File: src/rtl/tpd_pkg.sv
// ----------------------------------------------------------------------------
// Touch packet deframer package
// Frame states, sync bytes and the report record shared by the deframer.
// ----------------------------------------------------------------------------
package tpd_pkg;

  localparam logic [7:0] SYNC_FIRST  = 8'h55;
  localparam logic [7:0] SYNC_SECOND = 8'h54;

  localparam logic [3:0] POS_STATUS = 4'd2;
  localparam logic [3:0] POS_X_LO   = 4'd3;
  localparam logic [3:0] POS_X_HI   = 4'd4;
  localparam logic [3:0] POS_Y_LO   = 4'd5;
  localparam logic [3:0] POS_Y_HI   = 4'd6;

  localparam logic [3:0] CNT_AFTER_FIRST  = 4'd1;
  localparam logic [3:0] CNT_AFTER_SECOND = 4'd2;

  typedef enum logic [1:0] {
    ST_HUNT    = 2'd0,
    ST_SECOND  = 2'd1,
    ST_COLLECT = 2'd2
  } frame_state_t;

  typedef struct packed {
    logic        done;
    logic        touch_active;
    logic [2:0]  status_bits;
    logic [15:0] x_coord;
    logic [15:0] y_coord;
  } report_t;

endpackage

File: src/rtl/tpd_framer.sv
// ----------------------------------------------------------------------------
// Touch packet framer
// Sync hunt, byte position tracking and capture of status, X and Y fields.
// ----------------------------------------------------------------------------
module tpd_framer #(
  parameter int PACKET_LENGTH = 10
) (
  input  logic            clk,
  input  logic            rst_n,
  input  logic            beat_en,
  input  logic [7:0]      rx_byte,
  output tpd_pkg::report_t report
);

  tpd_pkg::frame_state_t state_r, state_nxt;
  logic [3:0]  count_r, count_nxt;
  logic [3:0]  count_inc;
  logic        last_byte;
  logic [2:0]  held_status_r, held_status_nxt;
  logic [15:0] held_x_r, held_x_nxt;
  logic [15:0] held_y_r, held_y_nxt;

  assign count_inc = count_r + 4'd1;
  assign last_byte = (count_inc >= 4'(PACKET_LENGTH)) || (count_inc == 4'd0);

  always_comb begin
    state_nxt = state_r;
    count_nxt = count_r;
    unique case (state_r)
      tpd_pkg::ST_SECOND: begin
        if (rx_byte == tpd_pkg::SYNC_SECOND) begin
          state_nxt = tpd_pkg::ST_COLLECT;
          count_nxt = tpd_pkg::CNT_AFTER_SECOND;
        end else if (rx_byte == tpd_pkg::SYNC_FIRST) begin
          count_nxt = tpd_pkg::CNT_AFTER_FIRST;
        end else begin
          state_nxt = tpd_pkg::ST_HUNT;
          count_nxt = 4'd0;
        end
      end
      tpd_pkg::ST_COLLECT: begin
        if (last_byte) begin
          state_nxt = tpd_pkg::ST_HUNT;
          count_nxt = 4'd0;
        end else begin
          count_nxt = count_inc;
        end
      end
      default: begin
        if (rx_byte == tpd_pkg::SYNC_FIRST) begin
          state_nxt = tpd_pkg::ST_SECOND;
          count_nxt = tpd_pkg::CNT_AFTER_FIRST;
        end else begin
          state_nxt = tpd_pkg::ST_HUNT;
        end
      end
    endcase
  end

  always_comb begin
    held_status_nxt = held_status_r;
    held_x_nxt      = held_x_r;
    held_y_nxt      = held_y_r;
    if (state_r == tpd_pkg::ST_COLLECT) begin
      case (count_r)
        tpd_pkg::POS_STATUS: held_status_nxt = rx_byte[2:0];
        tpd_pkg::POS_X_LO:   held_x_nxt      = {held_x_r[15:8], rx_byte};
        tpd_pkg::POS_X_HI:   held_x_nxt      = {rx_byte, held_x_r[7:0]};
        tpd_pkg::POS_Y_LO:   held_y_nxt      = {held_y_r[15:8], rx_byte};
        tpd_pkg::POS_Y_HI:   held_y_nxt      = {rx_byte, held_y_r[7:0]};
        default: ;
      endcase
    end
    report.done         = beat_en && (state_r == tpd_pkg::ST_COLLECT) && last_byte;
    report.touch_active = |held_status_nxt[1:0];
    report.status_bits  = held_status_nxt;
    report.x_coord      = held_x_nxt;
    report.y_coord      = held_y_nxt;
  end

  always_ff @(posedge clk) begin
    if (!rst_n) begin
      state_r <= tpd_pkg::ST_HUNT;
      count_r <= 4'd0;
    end else if (beat_en) begin
      state_r <= state_nxt;
      count_r <= count_nxt;
    end
  end

  always_ff @(posedge clk) begin
    if (beat_en) begin
      held_status_r <= held_status_nxt;
      held_x_r      <= held_x_nxt;
      held_y_r      <= held_y_nxt;
    end
  end

  a_done_in_collect: assert property (@(posedge clk) disable iff (!rst_n)
    report.done |-> state_r == tpd_pkg::ST_COLLECT)
    else $error("report outside collect state");

  a_count_range: assert property (@(posedge clk) disable iff (!rst_n)
    state_r == tpd_pkg::ST_COLLECT |->
      (count_r >= tpd_pkg::CNT_AFTER_SECOND) && (count_r < 4'(PACKET_LENGTH)))
    else $error("byte position out of packet range");

  a_sync_seen: assert property (@(posedge clk) disable iff (!rst_n)
    beat_en && state_r == tpd_pkg::ST_HUNT && rx_byte == tpd_pkg::SYNC_FIRST |=>
      state_r == tpd_pkg::ST_SECOND && count_r == tpd_pkg::CNT_AFTER_FIRST)
    else $error("first sync byte not taken");

  a_done_returns: assert property (@(posedge clk) disable iff (!rst_n)
    report.done |=> state_r == tpd_pkg::ST_HUNT && count_r == 4'd0)
    else $error("framer did not rearm after report");

endmodule

File: src/rtl/touch_packet_deframer.sv
// ----------------------------------------------------------------------------
// Touch packet deframer
// Takes one serial byte per input beat, finds the two-byte sync, collects a
// PACKET_LENGTH-byte packet and emits one touch report per packet.
//
// Input channel: in_valid, in_stall, in_rx_byte. One byte per beat.
// Result channel: out_valid, out_stall and the report fields.
// A byte is taken in every cycle while the result register is free or being
// drained in that cycle, so throughput is one byte per cycle.
// The report for a packet is registered and appears in the cycle after its last byte is taken.
// Bytes that end no packet produce no result beat.
// in_stall rises only while a report waits and out_stall is high; the report
// holds until taken.
// Reset clears the sync hunt, byte position and result valid; the captured
// status and coordinates are only meaningful once a packet fills them.
// ----------------------------------------------------------------------------
module touch_packet_deframer #(
  parameter int PACKET_LENGTH = 10
) (
  input  logic        clk,
  input  logic        rst_n,
  input  logic        in_valid,
  output logic        in_stall,
  input  logic [7:0]  in_rx_byte,
  output logic        out_valid,
  input  logic        out_stall,
  output logic        out_touch_active,
  output logic [2:0]  out_status_bits,
  output logic [15:0] out_x_coord,
  output logic [15:0] out_y_coord
);

  logic             beat_en;
  tpd_pkg::report_t report;
  logic             out_valid_r, out_valid_nxt;
  logic             touch_active_r;
  logic [2:0]       status_bits_r;
  logic [15:0]      x_coord_r;
  logic [15:0]      y_coord_r;

  assign in_stall = out_valid_r && out_stall;
  assign beat_en  = in_valid && !in_stall;

  tpd_framer #(
    .PACKET_LENGTH(PACKET_LENGTH)
  ) u_framer (
    .clk     (clk),
    .rst_n   (rst_n),
    .beat_en (beat_en),
    .rx_byte (in_rx_byte),
    .report  (report)
  );

  always_comb begin
    out_valid_nxt = (out_valid_r && out_stall) || report.done;
  end

  always_ff @(posedge clk) begin
    if (!rst_n) begin
      out_valid_r <= 1'b0;
    end else begin
      out_valid_r <= out_valid_nxt;
    end
  end

  always_ff @(posedge clk) begin
    if (report.done) begin
      touch_active_r <= report.touch_active;
      status_bits_r  <= report.status_bits;
      x_coord_r      <= report.x_coord;
      y_coord_r      <= report.y_coord;
    end
  end

  assign out_valid        = out_valid_r;
  assign out_touch_active = touch_active_r;
  assign out_status_bits  = status_bits_r;
  assign out_x_coord      = x_coord_r;
  assign out_y_coord      = y_coord_r;

  a_no_overwrite: assert property (@(posedge clk) disable iff (!rst_n)
    out_valid_r && out_stall |-> !report.done)
    else $error("report produced while result register is blocked");

  a_report_loads: assert property (@(posedge clk) disable iff (!rst_n)
    report.done |=> out_valid_r && out_status_bits == $past(report.status_bits))
    else $error("report not captured");

  a_active_match: assert property (@(posedge clk) disable iff (!rst_n)
    out_valid_r |-> out_touch_active == (|out_status_bits[1:0]))
    else $error("touch flag disagrees with status");

endmodule
File: config.mk
export PLATFORM = sky130hd
export DESIGN_NAME = touch_packet_deframer
export DESIGN_NICKNAME = d
export VERILOG_FILES = /design/src/rtl/tpd_pkg.sv /design/src/rtl/tpd_framer.sv /design/src/rtl/touch_packet_deframer.sv
export SDC_FILE = /design/constraint.sdc
export NUM_CORES = 1
export LEC_CHECK = 0
export BUFFER_PORTS_ARGS = -buffer_cell sky130_fd_sc_hd__buf_4
export CORE_MARGIN = 1
export CORE_UTILIZATION = 50
export DETAILED_ROUTE_END_ITERATION = 10
export PLACE_DENSITY = 0.75
export SYNTH_ARGS = -nofsm -noshare
export SYNTH_HDL_FRONTEND = slang
export SYNTH_HIERARCHICAL = 1
export SYNTH_SLANG_ARGS = --single-unit
export TNS_END_PERCENT = 20
File: constraint.sdc
create_clock -name clk -period 3.21 [get_ports clk]
set_input_delay 0.321 -clock clk [delete_from_list [all_inputs] [get_ports clk]]
set_output_delay 0.321 -clock clk [all_outputs]
set_load 0.01 [all_outputs]
## Word level (Yosys, flattened, before mapping)

Cells that the tools add are included.

- Add/subtract/negate cells: 1
- Reduce and logical (&&, ||, !) cells: 12
- Equality and inequality tests: 11
- Order comparisons: 1
- Muxes and demuxes: 16

Operator list:

| kind | count |
|---|---|
| 16-bit case mux with 2 select lines | 2 |
| 16-bit two-way mux | 2 |
| 8-bit by 7-bit equality test with 1-bit output (second input constant) | 2 |
| 4-bit by 3-bit equality test with 1-bit output (second input constant) | 3 |
| 4-bit two-way mux | 3 |
| 4-bit by 2-bit equality test with 1-bit output (second input constant) | 2 |
| 4-bit case mux with 2 select lines | 1 |
| 2-bit two-way mux | 3 |
| 3-bit two-way mux | 2 |
| 4-bit by 1-bit adder with 4-bit output (second input constant) | 1 |
| 4-bit >= comparator (second input constant) | 1 |
| 1-bit logical AND | 4 |
| 4-bit zero test | 1 |
| 2-bit case mux with 2 select lines | 1 |
| 3-bit by 2-bit != test with 1-bit output (second input constant) | 1 |
| 3-bit AND reduction | 1 |
| 3-bit nonzero test | 1 |
| 2-bit by 1-bit equality test with 1-bit output (second input constant) | 1 |
| 2-bit equality test (second input constant) | 1 |
| 1-bit logical OR | 2 |
| 1-bit two-way mux | 2 |
| 2-bit by 1-bit != test with 1-bit output (second input constant) | 1 |
| 2-bit AND reduction | 1 |
| 2-bit OR reduction | 1 |
| 1-bit zero test | 1 |

- Output and inout bits: 38
- Bits in registers: 78
- Input port bits: 12

## Depth between registers and ports, before layout

Gate-level depths: netlist of the first run.

- Depth after elaboration: 6
- Mapped depth: 9
- Depth with buffers taken out: 7

## Cells and area by module

Netlist of the first run, hierarchy kept.

By module, submodules not included:

| module | times used | area an instance (um2) | cells an instance |
|---|---|---|---|
| tpd_framer | 1 | 2074.5 | 157 |
| touch_packet_deframer | 1 | 1123.6 | 40 |

## Worst setup path before layout of the first run

OpenSTA, ideal clock, no wires.

- Kind: reg2reg
- Start point: register out_valid_r, in the netlist out_valid
- End point: register status_bits_r[0], in the netlist out_status_bits[0] (enable)
- Arrival time: 3.140 ns
- Slack: -0.307 ns
- Cell stages (with the launch flop): 4
- Clock period less this slack: 3.517 ns
- Library setup time: 0.377 ns
- Path through: dfxtp_1 > and2_4 > nor2b_1 > and3_2

RTL lines:

| what | line | text |
|---|---|---|
| from (decl) | touch_packet_deframer.sv:35 | `logic out_valid_r, out_valid_nxt;` |
| from (signal assigned) | touch_packet_deframer.sv:62 | `out_valid_r <= out_valid_nxt;` |
| to (signal assigned) | touch_packet_deframer.sv:69 | `status_bits_r <= report.status_bits;` |
| to (decl) | touch_packet_deframer.sv:37 | `logic [2:0] status_bits_r;` |

==> flow_metrics.tcl, run 1 <==
set metrics [dict create \
    max_slew_margin_pct 46.9 \
    clk_path_buf_depth 2 \
    die_area_um2 6720 \
    p_per_area_nw_per_um2 514 \
    syn_area_per_cell_um2 16.2 \
    cp.required_ps 3240 \
    grt_first_pass_wirelength_mm 8.98 \
    grt_pass1_vias 1747 \
    peakVddDrop_mv 0.375 \
    netlist.area_leader.share_pct 66.7 \
    finalHoldViolations 0 \
    synth_area_leaders "edfxtp_1, mux2_2, a22o_1" \
    leakage_nw 1.43 \
    boundaryPins 50 \
    setup_tns_ps 0 \
    fin_skew_ps 10.1 \
    dp_hpwl_mm 3.86 \
    cp_max_fo 15 \
    reg2regPathDepth 7 \
    holdPathStages 2 \
    core-area_um2 6060 \
    syn_nets 216 \
    vias 1848 \
    layout-drive-gt1-share_pct 36.9 \
    wl_per_cell_um 17.6 \
    critPathKind "flop to flop" \
    ys_seq_area_share_pct 71.0 \
    yosys_warnings 6 \
    ant_nets 0 \
    min_period_ps 2810 \
    grt_max_degree 31 \
    post_cts_buffers 0 \
    finalCritPeriodShare_pct 87.6 \
    avgViaCountPerCell 5.60 \
    max_stage_delay_ps 600 \
    slowest_stage "a2111oi_1" \
    placementRows 28 \
    drt-initial-drc-count 133 \
    antenna_cells 0 \
    dr.pass1.iters 5 \
    clock_sinks 78 \
    start_util_pct 52.8 \
    cp-end-kind "flop" \
    cts_buffers 9 \
    overflow 0 \
    die_h_um 82.0 \
    yosysUniqueCellTypes 45 \
    portBuffers 49 \
    min_path_type "primary input to flop" \
    post_cts_resized 0 \
    synthTopCellsByCount "edfxtp_1, mux2_2, a22o_1" \
    path_cells "inv_1, ha_1, or3b_1, mux2i_1, a2111oi_1, and3_2, buf_4" \
    cts_tree "done" \
    synth_cells 197 \
    gp_congestion 0.821 \
    outcome "completed" \
    postCtsHoldBufs 0 \
    h-tree-depth 3 \
    antenna_found_initial 0 \
    yosysMostFrequentCell "edfxtp_1" \
    cap_violations 0 \
    async_flop_share_pct 0 \
    startpoint_type "flop" \
    final_core_util_pct 63.7 \
    area_delta_synth_final_pct 20.7 \
    rsz0062_at_grt "no" \
    final_max_slew_viol_count 0 \
    clk_pin_slew_ps 70 \
    setup_viol_count_final 0 \
    syn_area_um2 3200 \
    fp.dieW_um 82.0 \
    yosys.area.top_type "edfxtp_1" \
    worst_pin_slew_ps 790 \
    synth_seq_cells 78 \
    num-nets-final 270 \
    cts-root-buf "clkbuf_8" \
    arrival_ps 2840 \
    drc 0 \
    fmax_mhz 356 \
    clk_latency_ps 340 \
    drt-total-wl_mm 5.81 \
    grt.total_usage_pct 19.0 \
    synth_edf_count 71 \
    synthFlopType "edfxtp_1" \
]
[cell type report]
type / instances / area [um2]
inverters: 7 / 26.3
multi-input cells: 103 / 868
well taps: 75 / 93.8
clock inverters: 6 / 86.3
repair buffers: 52 / 390
clock buffers: 9 / 124
fillers: 465 / 2200
flip-flops and latches: 78 / 2270
[registers in the layout, indices dropped and copies added, names as in the netlist]
signal and flops:
out_status_bits 3, out_touch_active 1, out_valid 1, out_x_coord 16
out_y_coord 16, u_framer/count_r 4, u_framer/held_status_r 3, u_framer/held_x_r 16
u_framer/held_y_r 16, u_framer/state_r 2
[report_power, final]
group / switching [mW] / total (mW) / internal, mW
logic: 0.0387 / 0.0695 / 0.0308
clock network: 0.342 / 0.776 / 0.434
registers: 0.00553 / 1.14 / 1.13
[cell families after synthesis]
group	synth area share (%)
compound gates	8.06
xor+xnor	0.274
fa+ha+maj	2.74
buf+inv	2.03
flops	71.0
mux	7.63
simple gates	8.22
[path summary, 6_finish.rpt]
check | end | from | slack, ps
min reg2reg | u_framer/state_r[0] | u_framer/state_r[0] | 500
min | out_valid | rst_n | 280
max | out_status_bits[1] | u_framer/count_r[0] | 400
max reg2reg | out_status_bits[1] | u_framer/count_r[0] | 400
[routing by layer]
metal  track usage (%)  part of all wire, %  up-vias
li1                  -                    -      876
met1              26.4                   48      908
met2              27.6                   46       57
met3              5.00                  4.7        7
met4              9.12                  1.6        0
met5                 0                    0        -
[worst max-delay path, delay by kind of cell, from the launching register on]
family	cells	cell delay, ps
buffers and inverters	2	420
flip-flops	1	440
AO/OA/AOI/OAI	1	600
adder cells (fa/ha/maj)	1	340
AND/OR/NAND/NOR	2	610
multiplexers	1	90
[placed cells by master (no fill, tap or decap), types with 2 or more instances in the layout]
cell / netlist / layout
a21oi_1: 4 / 4
a22o_1: 16 / 16
and2_1: 4 / 4
buf_4: 1 / 52
bufinv_16: 0 / 2
clkbuf_8: 0 / 9
clkinv_2: 0 / 2
dfxtp_1: 7 / 7
edfxtp_1: 71 / 71
ha_1: 7 / 7
inv_1: 7 / 7
mux2_2: 19 / 19
mux2i_1: 3 / 3
nand2_1: 7 / 7
nand2b_1: 2 / 2
nand3_1: 3 / 3
nand3b_1: 2 / 2
nand4bb_1: 2 / 2
nor2_1: 2 / 2
nor3_1: 3 / 3
o21ai_0: 2 / 2
o31ai_1: 2 / 2
or3b_1: 2 / 2
[stage by stage]
step / cells / area [um2] / power, mW / worst slack (ps) / hold WS, ps
after CTS: 330 / 3860 / 2.00 / 390 / 271
after global placement: 315 / 3650 / 1.23 / 519 / 467
after detailed placement: 315 / 3650 / 1.23 / 425 / 489
final: 330 / 3860 / 1.98 / 397 / 282
after global routing: 330 / 3860 / 2.05 / 179 / 267
after floorplan: 197 / 3200 / 1.20 / 494 / 438
Note: power is estimated with default switching activity, not from simulation.
==> inputs of run 2 (changes only) <==
==> constraint.sdc (replaced) <==
create_clock -name clk -period 3.21 [get_ports clk]
set_input_delay 0.1605 -clock clk [delete_from_list [all_inputs] [get_ports clk]]
set_output_delay 0.1605 -clock clk [all_outputs]
set_load 0.01 [all_outputs]
==> run 2 against run 1 <==
  * Critical path depth stayed put
  * Global-route usage is 0.72 points higher
  * First-iteration DRC count is 32% lower
  * Count of clock-buffer cells in the layout is 1 higher
  * Fmax is 1.3% higher
  * Flip-flop and latch count stayed put
  * Worst setup slack better by 37 ps
  * Clock power is 6.3% lower
  * Non-clock buffer count stayed put
  * Wire length is 2.3% higher
  * Combinational power hardly changed
  * Critical path type unchanged
  * Largest power group unchanged
  * Highest routed layer unchanged
==> flow_metrics.tcl, run 2 (synthesis gave the netlist of run 1 again) <==
set metrics [dict create \
    layout-drive-gt1-share_pct 36.7 \
    avgViaCountPerCell 5.67 \
    drt-met1-wl_mm 2.68 \
    grt_pass1_vias 1823 \
    max_stage_delay_ps 560 \
    clock_sinks 78 \
    final_common_cell "edfxtp_1" \
    arrival_ps 2820 \
    dr_wl_met3_um 349 \
    fin_skew_ps 7.42 \
    placementRows 28 \
    clk_latency_ps 350 \
    finalHoldViolations 0 \
    crit_family "simple AND/OR/NAND/NOR gates" \
    fmax_mhz 360 \
    die_area_um2 6720 \
    cts_tree "done" \
    drt-initial-drc-count 91 \
    dp_hpwl_mm 4.10 \
    startpoint_type "flop" \
    path_cells "inv_1, ha_1, or3b_1, mux2i_1, a2111oi_1, and3_2, buf_4" \
    num-nets-final 270 \
    clk_path_buf_depth 2 \
    worst_pin_slew_ps 772 \
    worst-path-buf-inv 2 \
    min_period_ps 2780 \
    area_delta_synth_final_pct 20.3 \
    drt-total-wl_mm 5.94 \
    dpl_worst_slack_ps 454 \
    final_max_slew_viol_count 0 \
    final_core_util_pct 63.5 \
    start_util_pct 52.8 \
    overflow 0 \
    core-area_um2 6060 \
    slowest_stage "a2111oi_1" \
    die_h_um 82.0 \
    grt_max_degree 28 \
    h-tree-depth 3 \
    setup_viol_count_final 0 \
    rsz0062_at_grt "no" \
    clk_pin_slew_ps 70 \
    antenna_found_initial 0 \
    p_per_area_nw_per_um2 503 \
    wl_met2_mm 2.81 \
    drc 0 \
    boundaryPins 50 \
    grt.total_usage_pct 19.7 \
    leakage_nw 1.41 \
    finalCritPeriodShare_pct 86.5 \
    post_cts_resized 0 \
    min_path_type "primary input to flop" \
    portBuffers 49 \
    antenna_cells 0 \
    cts-root-buf "clkbuf_8" \
    cts_buffers 9 \
    outcome "completed" \
    grt_first_pass_wirelength_mm 9.34 \
    vias 1878 \
    gp_congestion 0.824 \
    cp-end-kind "flop" \
    final_cell_mix "edfxtp_1, buf_4, mux2_2, a22o_1, clkbuf_8" \
    max_slew_margin_pct 48.1 \
    post_cts_buffers 0 \
    top_layer_used "met4" \
    setup_ws_ps 434 \
    fp.dieW_um 82.0 \
    power_mw 1.94 \
    rrSetupSlack_ps 430 \
    wl_per_cell_um 17.9 \
    postCtsHoldBufs 0 \
    dr.pass1.iters 4 \
    cp.required_ps 3250 \
    setup_tns_ps 0 \
    cap_violations 0 \
    peakVddDrop_mv 0.301 \
    critPathKind "flop to flop" \
    ant_nets 0 \
    cp_max_fo 15 \
]
[run 2: cell count changes in the layout (fill, tap and decap cells not counted), sizes merged]
cell,change
clkinv,-2
bufinv,-1
inv,+1
clkinvlp,+2
clkbuf,+1
[run 2: final cells by class]
cell class,count,area (um2)
tap,75,93.8
sequential,78,2270
inverter,7,26.3
clock inverter,6,70.1
clock buffer,10,128
fill,472,2210
timing repair buffer,52,390
multi-input combinational,103,868
[run 2: worst reg2reg max path: stages, from the launching register on]
cell and delay (ps):
dfxtp_1 440, inv_1 120, ha_1 350, or3b_1 140
mux2i_1 90, a2111oi_1 560, and3_2 470, buf_4 300
[run 2: per-layer routing]
layer  vias up  track usage (%)
li1        877                -
met1       915             26.6
met2        74             29.8
met3        12             4.78
met4         0             9.47
met5         -                0
[run 2: per-stage QoR]
step | cells | hold WS, ps | area [um2]
detailed placement | 315 | 458 | 3650
finish | 331 | 98.3 | 3850
global route | 331 | 102 | 3850
global placement | 315 | 450 | 3650
CTS | 331 | 89.7 | 3850
floorplan | 197 | 278 | 3200
[run 2: power breakdown]
group / leakage, nW / switching [mW] / internal (mW)
logic: 0.604 / 0.0388 / 0.0309
clock network: 0.0895 / 0.363 / 0.364
registers: 0.721 / 0.00585 / 1.13
[run 2: path summary, 6_finish.rpt]
| kind | cells after the start | endpoint | startpoint |
|---|---|---|---|
| min reg2reg | 2 | u_framer/state_r[1] | u_framer/state_r[1] |
| min | 2 | out_valid | rst_n |
| max | 7 | out_status_bits[0] | u_framer/count_r[0] |
| max reg2reg | 7 | out_status_bits[0] | u_framer/count_r[0] |
